==> config.mk <==
export PLATFORM = sky130hd
export DESIGN_NAME = two_channel_moving_average_unit
export DESIGN_NICKNAME = d
export VERILOG_FILES = /design/src/sv/mavg_pkg.sv /design/src/sv/two_channel_moving_average_unit.sv /design/src/sv/mavg_ram.sv /design/src/sv/mavg_ctrl.sv /design/src/sv/mavg_datapath.sv
export SDC_FILE = /design/constraint.sdc
export NUM_CORES = 1
export LEC_CHECK = 0
export ABC_AREA = 1
export BUFFER_PORTS_ARGS = -buffer_cell sky130_fd_sc_hd__buf_2
export CAP_MARGIN = 20
export CORE_MARGIN = 3
export CORE_UTILIZATION = 45
export CTS_BUF_LIST = sky130_fd_sc_hd__clkbuf_4 sky130_fd_sc_hd__clkbuf_8 sky130_fd_sc_hd__clkbuf_16
export DETAILED_ROUTE_END_ITERATION = 10
export PLACE_DENSITY_LB_ADDON = 0.1
export SETUP_SLACK_MARGIN = 0.15
export SLEW_MARGIN = 15
export SYNTH_ARGS = -nofsm -noshare
export SYNTH_HDL_FRONTEND = slang
export SYNTH_SLANG_ARGS = --single-unit
export TNS_END_PERCENT = 1
==> constraint.sdc <==
create_clock -name clk -period 4.05 [get_ports clk]
set_input_delay 0.81 -clock clk [delete_from_list [all_inputs] [get_ports clk]]
set_output_delay 0.81 -clock clk [all_outputs]
set_load 0.01 [all_outputs]
==> src/sv/mavg_pkg.sv <==
// ----------------------------------------------------------------------------
// mavg_pkg
// shared constants, stream layout and the controller/datapath interface types
// ----------------------------------------------------------------------------
package mavg_pkg;

    localparam int DEF_WINDOW_LEN   = 10;
    localparam int DEF_NUM_CHANNELS = 2;
    localparam int DEF_SAMPLE_BITS  = 10;

    // fixed field widths of the stream payload
    localparam int SAMPLE_IN_W = 10;
    localparam int AVG_W       = 10;
    localparam int COUNT_OUT_W = 4;
    localparam int TDATA_W     = 16;
    localparam int S_TUSER_W   = 2;
    localparam int M_PAD_W     = TDATA_W - AVG_W - COUNT_OUT_W;

    // request kinds
    localparam logic REQ_STORE = 1'b0;
    localparam logic REQ_READ  = 1'b1;

    typedef struct packed {
        logic accept;
        logic store;
        logic load;
        logic sum;
        logic div_init;
        logic div_step;
        logic out_load;
    } mavg_cmd_t;

    typedef struct packed {
        logic sum_done;
        logic div_last;
        logic out_free;
    } mavg_status_t;

endpackage

==> src/sv/two_channel_moving_average_unit.sv <==
// ----------------------------------------------------------------------------
// two_channel_moving_average_unit
// per-channel moving average over the last WINDOW_LEN adc samples
// ----------------------------------------------------------------------------
// A store request (tuser[0] = 0) writes its sample into the channel's ring and
// returns nothing; it passes through the store state and back to idle. A read
// request (tuser[0] = 1) returns the truncated mean of the stored samples of
// the channel, 0 with count 0 if none are stored. It walks the stored samples
// through the single ring read port, one sample summed per cycle, then runs a
// radix-4 restoring divider, and waits while the output register still holds
// an untaken result. A finished result waits in an output register, so the
// next request is taken while it is still pending.
module two_channel_moving_average_unit
    import mavg_pkg::*;
#(
    parameter int WINDOW_LEN   = DEF_WINDOW_LEN,
    parameter int NUM_CHANNELS = DEF_NUM_CHANNELS,
    parameter int SAMPLE_BITS  = DEF_SAMPLE_BITS
) (
    input  logic                 clk,
    input  logic                 rst_n,
    input  logic                 s_tvalid,
    output logic                 s_tready,
    input  logic [TDATA_W-1:0]   s_tdata,   // sample[9:0], zero pad
    input  logic [S_TUSER_W-1:0] s_tuser,   // req_type[0], channel[1]
    output logic                 m_tvalid,
    input  logic                 m_tready,
    output logic [TDATA_W-1:0]   m_tdata,   // average[9:0], stored_count[13:10], zero pad
    output logic [0:0]           m_tuser    // channel_out[0]
);

    mavg_cmd_t    cmd;
    mavg_status_t status;

    mavg_ctrl u_ctrl (
        .clk      (clk),
        .rst_n    (rst_n),
        .s_tvalid (s_tvalid),
        .req_type (s_tuser[0]),
        .s_tready (s_tready),
        .status   (status),
        .cmd      (cmd)
    );

    mavg_datapath #(
        .WINDOW_LEN   (WINDOW_LEN),
        .NUM_CHANNELS (NUM_CHANNELS),
        .SAMPLE_BITS  (SAMPLE_BITS)
    ) u_datapath (
        .clk      (clk),
        .rst_n    (rst_n),
        .cmd      (cmd),
        .status   (status),
        .s_tdata  (s_tdata),
        .s_tuser  (s_tuser),
        .m_tvalid (m_tvalid),
        .m_tready (m_tready),
        .m_tdata  (m_tdata),
        .m_tuser  (m_tuser)
    );

endmodule

==> src/sv/mavg_ram.sv <==
// ----------------------------------------------------------------------------
// mavg_ram
// generic simple dual-port ram, one write and one registered read port
// ----------------------------------------------------------------------------
module mavg_ram #(
    parameter int WIDTH = 10,
    parameter int DEPTH = 20,
    localparam int ADDR_W = (DEPTH > 1) ? $clog2(DEPTH) : 1
) (
    input  logic              clk,
    input  logic              we,
    input  logic [ADDR_W-1:0] waddr,
    input  logic [WIDTH-1:0]  wdata,
    input  logic [ADDR_W-1:0] raddr,
    output logic [WIDTH-1:0]  rdata
);

    logic [WIDTH-1:0] mem [DEPTH];
    logic [WIDTH-1:0] rdata_reg;

    always_ff @(posedge clk)
    begin
        if (we)
        begin
            mem[waddr] <= wdata;
        end
        rdata_reg <= mem[raddr];
    end

    assign rdata = rdata_reg;

endmodule

==> src/sv/mavg_ctrl.sv <==
// ----------------------------------------------------------------------------
// mavg_ctrl
// sequencer for store, sum, divide and result hand-off
// ----------------------------------------------------------------------------
module mavg_ctrl
    import mavg_pkg::*;
(
    input  logic         clk,
    input  logic         rst_n,
    input  logic         s_tvalid,
    input  logic         req_type,
    output logic         s_tready,
    input  mavg_status_t status,
    output mavg_cmd_t    cmd
);

    localparam logic [2:0] ST_IDLE  = 3'd0;
    localparam logic [2:0] ST_STORE = 3'd1;
    localparam logic [2:0] ST_LOAD  = 3'd2;
    localparam logic [2:0] ST_SUM   = 3'd3;
    localparam logic [2:0] ST_DIV   = 3'd4;
    localparam logic [2:0] ST_OUT   = 3'd5;

    logic [2:0] state_reg;
    logic [2:0] state_next;

    assign s_tready = (state_reg == ST_IDLE);

    always_comb
    begin
        state_next = state_reg;
        cmd        = '0;
        unique case (state_reg)
            ST_IDLE:
            begin
                if (s_tvalid)
                begin
                    cmd.accept = 1'b1;
                    state_next = (req_type == REQ_READ) ? ST_LOAD : ST_STORE;
                end
            end
            ST_STORE:
            begin
                cmd.store  = 1'b1;
                state_next = ST_IDLE;
            end
            ST_LOAD:
            begin
                cmd.load   = 1'b1;
                state_next = ST_SUM;
            end
            ST_SUM:
            begin
                cmd.sum = 1'b1;
                if (status.sum_done)
                begin
                    cmd.div_init = 1'b1;
                    state_next   = ST_DIV;
                end
            end
            ST_DIV:
            begin
                cmd.div_step = 1'b1;
                if (status.div_last)
                begin
                    state_next = ST_OUT;
                end
            end
            ST_OUT:
            begin
                if (status.out_free)
                begin
                    cmd.out_load = 1'b1;
                    state_next   = ST_IDLE;
                end
            end
            default:
            begin
                state_next = ST_IDLE;
            end
        endcase
    end

    always_ff @(posedge clk or negedge rst_n)
    begin
        if (!rst_n)
        begin
            state_reg <= ST_IDLE;
        end
        else
        begin
            state_reg <= state_next;
        end
    end

endmodule

==> src/sv/mavg_datapath.sv <==
// ----------------------------------------------------------------------------
// mavg_datapath
// sample ring, per-channel position and fill, accumulator, divider, output
// ----------------------------------------------------------------------------
module mavg_datapath
    import mavg_pkg::*;
#(
    parameter int WINDOW_LEN   = DEF_WINDOW_LEN,
    parameter int NUM_CHANNELS = DEF_NUM_CHANNELS,
    parameter int SAMPLE_BITS  = DEF_SAMPLE_BITS
) (
    input  logic                 clk,
    input  logic                 rst_n,
    input  mavg_cmd_t            cmd,
    output mavg_status_t         status,
    input  logic [TDATA_W-1:0]   s_tdata,
    input  logic [S_TUSER_W-1:0] s_tuser,
    output logic                 m_tvalid,
    input  logic                 m_tready,
    output logic [TDATA_W-1:0]   m_tdata,
    output logic [0:0]           m_tuser
);

    localparam int CH_W      = (NUM_CHANNELS > 1) ? $clog2(NUM_CHANNELS) : 1;
    localparam int SLOT_W    = (WINDOW_LEN > 1) ? $clog2(WINDOW_LEN) : 1;
    localparam int CNT_W     = $clog2(WINDOW_LEN + 1);
    localparam int DEPTH     = NUM_CHANNELS * WINDOW_LEN;
    localparam int ADDR_W    = (DEPTH > 1) ? $clog2(DEPTH) : 1;
    localparam int SUM_W     = SAMPLE_BITS + CNT_W;
    localparam int DIV_STEPS = (SUM_W + 1) / 2;
    localparam int DIV_W     = 2 * DIV_STEPS;
    localparam int REM_W     = CNT_W + 1;
    localparam int STEP_W    = (DIV_STEPS > 1) ? $clog2(DIV_STEPS) : 1;

    // captured request
    logic                   ch_reg;
    logic [SAMPLE_BITS-1:0] smp_reg;

    // per-channel ring state
    logic [SLOT_W-1:0] slot_reg [NUM_CHANNELS];
    logic [CNT_W-1:0]  fill_reg [NUM_CHANNELS];

    // read pipeline
    logic [CNT_W-1:0]  cnt_reg;
    logic [CNT_W-1:0]  idx_reg;
    logic [ADDR_W-1:0] base_reg;
    logic              rdv_reg;
    logic [SUM_W-1:0]  sum_reg;

    // divider
    logic [DIV_W-1:0]  quot_reg;
    logic [DIV_W-1:0]  quot_next;
    logic [REM_W-1:0]  rem_reg;
    logic [REM_W-1:0]  rem_next;
    logic [STEP_W-1:0] step_reg;

    // result
    logic                   m_valid_reg;
    logic [AVG_W-1:0]       avg_reg;
    logic                   chan_reg;
    logic [COUNT_OUT_W-1:0] count_reg;

    logic [SAMPLE_BITS+SAMPLE_IN_W-1:0] smp_pad;
    logic [CH_W:0]                      ch_pad;
    logic [CH_W-1:0]                    ch_idx;
    logic                               ch_ok;
    logic [ADDR_W-1:0]                  base_now;
    logic [SLOT_W-1:0]                  slot_cur;
    logic [CNT_W-1:0]                   fill_cur;
    logic                               issue;
    logic                               ram_we;
    logic [ADDR_W-1:0]                  ram_waddr;
    logic [ADDR_W-1:0]                  ram_raddr;
    logic [SAMPLE_BITS-1:0]             ram_rdata;
    logic [DIV_W-1:0]                   sum_pad;
    logic [DIV_W+AVG_W-1:0]             quot_pad;
    logic [CNT_W+COUNT_OUT_W-1:0]       cnt_pad;

    assign smp_pad  = {{SAMPLE_BITS{1'b0}}, s_tdata[SAMPLE_IN_W-1:0]};
    assign ch_pad   = {{CH_W{1'b0}}, ch_reg};
    assign ch_idx   = ch_pad[CH_W-1:0];
    assign ch_ok    = (NUM_CHANNELS > 1) || (ch_reg == 1'b0);
    assign base_now = ADDR_W'(ch_idx) * ADDR_W'(WINDOW_LEN);
    assign slot_cur = slot_reg[ch_idx];
    assign fill_cur = fill_reg[ch_idx];

    assign issue     = cmd.sum && (idx_reg != cnt_reg);
    assign ram_we    = cmd.store && ch_ok;
    assign ram_waddr = base_now + ADDR_W'(slot_cur);
    assign ram_raddr = base_reg + ADDR_W'(idx_reg);

    assign sum_pad  = DIV_W'(sum_reg);
    assign quot_pad = {{AVG_W{1'b0}}, quot_reg};
    assign cnt_pad  = {{COUNT_OUT_W{1'b0}}, cnt_reg};

    assign status.sum_done = (idx_reg == cnt_reg) && !rdv_reg;
    assign status.div_last = (step_reg == STEP_W'(DIV_STEPS - 1));
    assign status.out_free = !m_valid_reg || m_tready;

    mavg_ram #(
        .WIDTH (SAMPLE_BITS),
        .DEPTH (DEPTH)
    ) u_ring (
        .clk   (clk),
        .we    (ram_we),
        .waddr (ram_waddr),
        .wdata (smp_reg),
        .raddr (ram_raddr),
        .rdata (ram_rdata)
    );

    // two restoring steps per cycle
    always_comb
    begin
        logic [REM_W-1:0] r;
        logic [REM_W-1:0] rs;
        logic [DIV_W-1:0] q;
        r = rem_reg;
        q = quot_reg;
        for (int k = 0; k < 2; k++)
        begin
            rs = {r[REM_W-2:0], q[DIV_W-1]};
            q  = {q[DIV_W-2:0], 1'b0};
            if (rs >= REM_W'(cnt_reg))
            begin
                r    = rs - REM_W'(cnt_reg);
                q[0] = 1'b1;
            end
            else
            begin
                r = rs;
            end
        end
        rem_next  = r;
        quot_next = q;
    end

    // request capture and payload path
    always_ff @(posedge clk)
    begin
        if (cmd.accept)
        begin
            ch_reg  <= s_tuser[1];
            smp_reg <= smp_pad[SAMPLE_BITS-1:0];
        end
        if (cmd.load)
        begin
            cnt_reg  <= ch_ok ? fill_cur : '0;
            base_reg <= base_now;
            sum_reg  <= '0;
        end
        else if (cmd.sum && rdv_reg)
        begin
            sum_reg <= sum_reg + SUM_W'(ram_rdata);
        end
        if (cmd.div_init)
        begin
            quot_reg <= sum_pad;
            rem_reg  <= '0;
        end
        else if (cmd.div_step)
        begin
            quot_reg <= quot_next;
            rem_reg  <= rem_next;
        end
        if (cmd.out_load)
        begin
            avg_reg   <= (cnt_reg == '0) ? '0 : quot_pad[AVG_W-1:0];
            chan_reg  <= ch_reg;
            count_reg <= cnt_pad[COUNT_OUT_W-1:0];
        end
    end

    // control state
    always_ff @(posedge clk or negedge rst_n)
    begin
        if (!rst_n)
        begin
            for (int c = 0; c < NUM_CHANNELS; c++)
            begin
                slot_reg[c] <= '0;
                fill_reg[c] <= '0;
            end
            idx_reg     <= '0;
            rdv_reg     <= 1'b0;
            step_reg    <= '0;
            m_valid_reg <= 1'b0;
        end
        else
        begin
            if (ram_we)
            begin
                slot_reg[ch_idx] <= (slot_cur == SLOT_W'(WINDOW_LEN - 1)) ?
                                    '0 : slot_cur + 1'b1;
                if (fill_cur != CNT_W'(WINDOW_LEN))
                begin
                    fill_reg[ch_idx] <= fill_cur + 1'b1;
                end
            end
            if (cmd.load)
            begin
                idx_reg <= '0;
                rdv_reg <= 1'b0;
            end
            else if (cmd.sum)
            begin
                rdv_reg <= issue;
                if (issue)
                begin
                    idx_reg <= idx_reg + 1'b1;
                end
            end
            if (cmd.div_init)
            begin
                step_reg <= '0;
            end
            else if (cmd.div_step)
            begin
                step_reg <= step_reg + 1'b1;
            end
            if (cmd.out_load)
            begin
                m_valid_reg <= 1'b1;
            end
            else if (m_tready)
            begin
                m_valid_reg <= 1'b0;
            end
        end
    end

    assign m_tvalid = m_valid_reg;
    assign m_tdata  = {{M_PAD_W{1'b0}}, count_reg, avg_reg};
    assign m_tuser  = chan_reg;

endmodule

==> out/results.ini <==
[clocking]
cts_root_buffer = clkbuf_16
worstSkewPairLatency_ns = 0.52
ctsHtreeMaxLevel = 2
clk_pin_slew_worst_paths_ns = 0.06
postCtsResizedCells = 0
postCtsSetupBuffers = 0
clock-sinks = 301
clockBufferDepth = 3
cts_buffers = 34
cts_tree = built
hold_buffers = 0

[setup_path]
path_max_fanout = 7
cp-start-kind = flip-flop
regToRegSetupSlack_ns = 0.78
worstPathRequired_ns = 4.30
rr_worst_depth = 15
rr_startpoint = u_datapath.cnt_reg[1]
cp_data_arrival_time_ns = 3.52
end_kind = flip-flop
crit_type = reg2reg
r2r-end = u_datapath.quot_reg[0]

[power_and_ir_drop]
power.density_nw_per_um2 = 710
p_leak_uw = 0.00563
power_switching_uw = 3720
irDropWorstVdd_mv = 0.429
combPwrFrac_pct = 31.7
swShare_pct = 35.7
pwr-share-clk_pct = 27.6
power_frac_seq_pct = 40.8
p_int_uw = 6700

[sta]
fmax_ghz = 0.306
finalCritPeriodShare_pct = 80.7
holdWs_ns = 0.338
final_hold_viol_count = 0
rsz0062_at_grt = false
tightest_slew_ns = 1.03
slew_violations = 0
worst_clock_skew_ns = 0.0220
slew_headroom_pct = 31.2
setup_viol = 0
period_minus_slack_ns = 3.27
setup_tns_ns = 0

[final_layout]
fin_util_pct = 52.1
syn_to_final_growth_pct = 12.7
drive_gt1_share_pct = 10.1
largest_reg_flops = 200
nets = 1293
fillerInstances = 2487
n_antenna_cell = 0

[hold_path]
hold_class = in2async

[synth]
synthesis.area_um2 = 13000
synthCells = 1196
ys_types = 44
ys_seq_area_share_pct = 66.2
synth_seq_cells = 301
syn_avg_cell_area_um2 = 10.9
yosys_warnings = 0

[floorplanning]
core-area_um2 = 28200
rows = 61
die_area_um2 = 31000
die_h_um = 176
die_w_um = 176
pin_count = 41
start_util_pct = 46.2

[route]
num_vias = 8421
met1_length_um = 12800
vias_per_cell = 5.13
drtIter0Drc = 542
wl_per_cell_um = 17.1
postRouteAntennaNets = 0
post-route-drc-count = 0
wirelength_um = 28000
first_pass_iters = 4
met2WireLength_um = 13200
top_layer = met4
wl_met3_um = 1300

[grt]
grt_pass1_vias = 8126
grt_pass1_wl_um = 44700
antenna_found_initial = 0
grtUsageTotal_pct = 18.3
grt_overflow = 0
grt_max_degree = 101

[placement]
port-buffer-count = 32
place_hpwl_um = 17700
gp_congestion = 0.835

[job]
maxCapViolCount = 0

[status]
status = finished, final reports clean

==> final cells by class <==
type / count / area [um2] / share of cell area (%)
Tap cell: 378 / 473 / 3.22
Multi-Input combinational cell: 753 / 3810 / 26.0
Clock inverter: 16 / 126 / 0.862
Sequential cell: 301 / 8620 / 58.8
Clock buffer: 41 / 921 / 6.28
Timing Repair Buffer: 56 / 353 / 2.41
Inverter: 95 / 359 / 2.45
==> cells in the mapped netlist <==
cell type,n,area share (%)
nor2_2,2,0.096
xnor2_1,4,0.27
nor2_4,1,0.087
conb_1,1,0.029
a21oi_1,34,1.3
buf_1,4,0.12
buf_2,14,0.54
o31ai_1,1,0.058
dfxtp_1,28,4.3
nand3b_1,4,0.23
nor4_2,1,0.096
nand2_2,2,0.096
edfxtp_1,245,57
xor2_1,11,0.74
buf_6,1,0.087
nor2_8,1,0.15
o21ai_2,1,0.067
nand3_1,58,2.2
nand2_4,1,0.087
o211ai_1,40,2.3
inv_4,1,0.048
a21boi_0,1,0.058
o21ai_1,59,2.3
nand2_1,172,5.0
nor3b_1,1,0.058
nand4_1,5,0.24
clkbuf_1,22,0.63
inv_1,86,2.5
inv_2,7,0.20
a21o_1,2,0.12
fa_1,3,0.46
buf_4,7,0.40
nor2_1,212,6.1
mux2_4,1,0.12
o21a_1,1,0.058
clkinv_1,1,0.029
a31oi_1,1,0.048
o22ai_1,11,0.53
o21ai_0,88,3.4
o21bai_1,4,0.23
dfrtp_1,28,5.4
nor3_1,1,0.038
ha_1,27,2.6
nor3_4,1,0.12
==> worst max-delay path by stage <==
stage                           from                endpoint  slack [ns]
6_report       u_datapath.cnt_reg[1]  u_datapath.quot_reg[0]        0.78
5_1_grt        u_datapath.cnt_reg[1]  u_datapath.quot_reg[0]        0.41
4_1_cts        u_datapath.cnt_reg[1]  u_datapath.quot_reg[0]        0.78
3_5_place_dp   u_datapath.cnt_reg[1]  u_datapath.quot_reg[0]        0.82
3_3_place_gp   u_datapath.cnt_reg[2]  u_datapath.quot_reg[0]        0.89
2_1_floorplan  u_datapath.cnt_reg[2]  u_datapath.quot_reg[0]        1.27
==> power groups by stage <==
stage,Clock [uW],Combinational (uW),Sequential (uW)
floorplan,0,2520,4170
global placement,0,3280,4300
detailed placement,0,3320,4310
CTS,2940,3330,4250
global route,3070,3790,4300
finish,2870,3300,4250
==> cell families after synthesis <==
group	synth area share, %
AOI/OAI and AO/OA	10.4
xor gates and xnor gates	1.01
adders and majority gates	3.06
buffers and inverters	4.54
DFF	66.2
muxes	0.115
other	0.0288
and+or+nand+nor	14.6
==> cells in the final DEF (no fill, tap or decap), drive strengths merged, types with 15 or more instances in the layout <==
cell type,count
ha,27
nand3,58
nor2,216
nand2,175
inv,94
o21ai,148
buf,56
dfrtp,28
edfxtp,245
dfxtp,28
o211ai,40
clkinv,15
clkbuf,41
a21oi,34
==> critical path: stages, from the launching register on <==
cell      delay (ns)
edfxtp_1        0.48
inv_1           0.23
ha_1            0.29
nand3_1         0.12
nand2_1         0.06
nand2_1         0.11
nand2_1         0.15
o21ai_0         0.27
inv_1           0.08
ha_1            0.33
a21oi_1         0.17
nand2_1         0.10
a21oi_1         0.23
nand3_1         0.22
nand2_1         0.11
o21ai_1         0.06
==> routing by layer <==
metal  track usage, %  vias up
met5                0        -
met4             5.48        0
met3             2.58       56
met2             30.2      157
met1             25.3     3975
li1                 -     4233
==> per-stage QoR <==
step                setup WS (ns)  cell area (um2)  total power [uW]  instances
finish                      0.783            14700             10400       1640
global route                0.410            14700             11200       1640
CTS                         0.776            14700             10500       1640
detailed placement          0.823            13600              7630       1583
global placement            0.887            13600              7570       1583
floorplan                    1.27            13000              6690       1197
(Power assumes the default switching activity.)
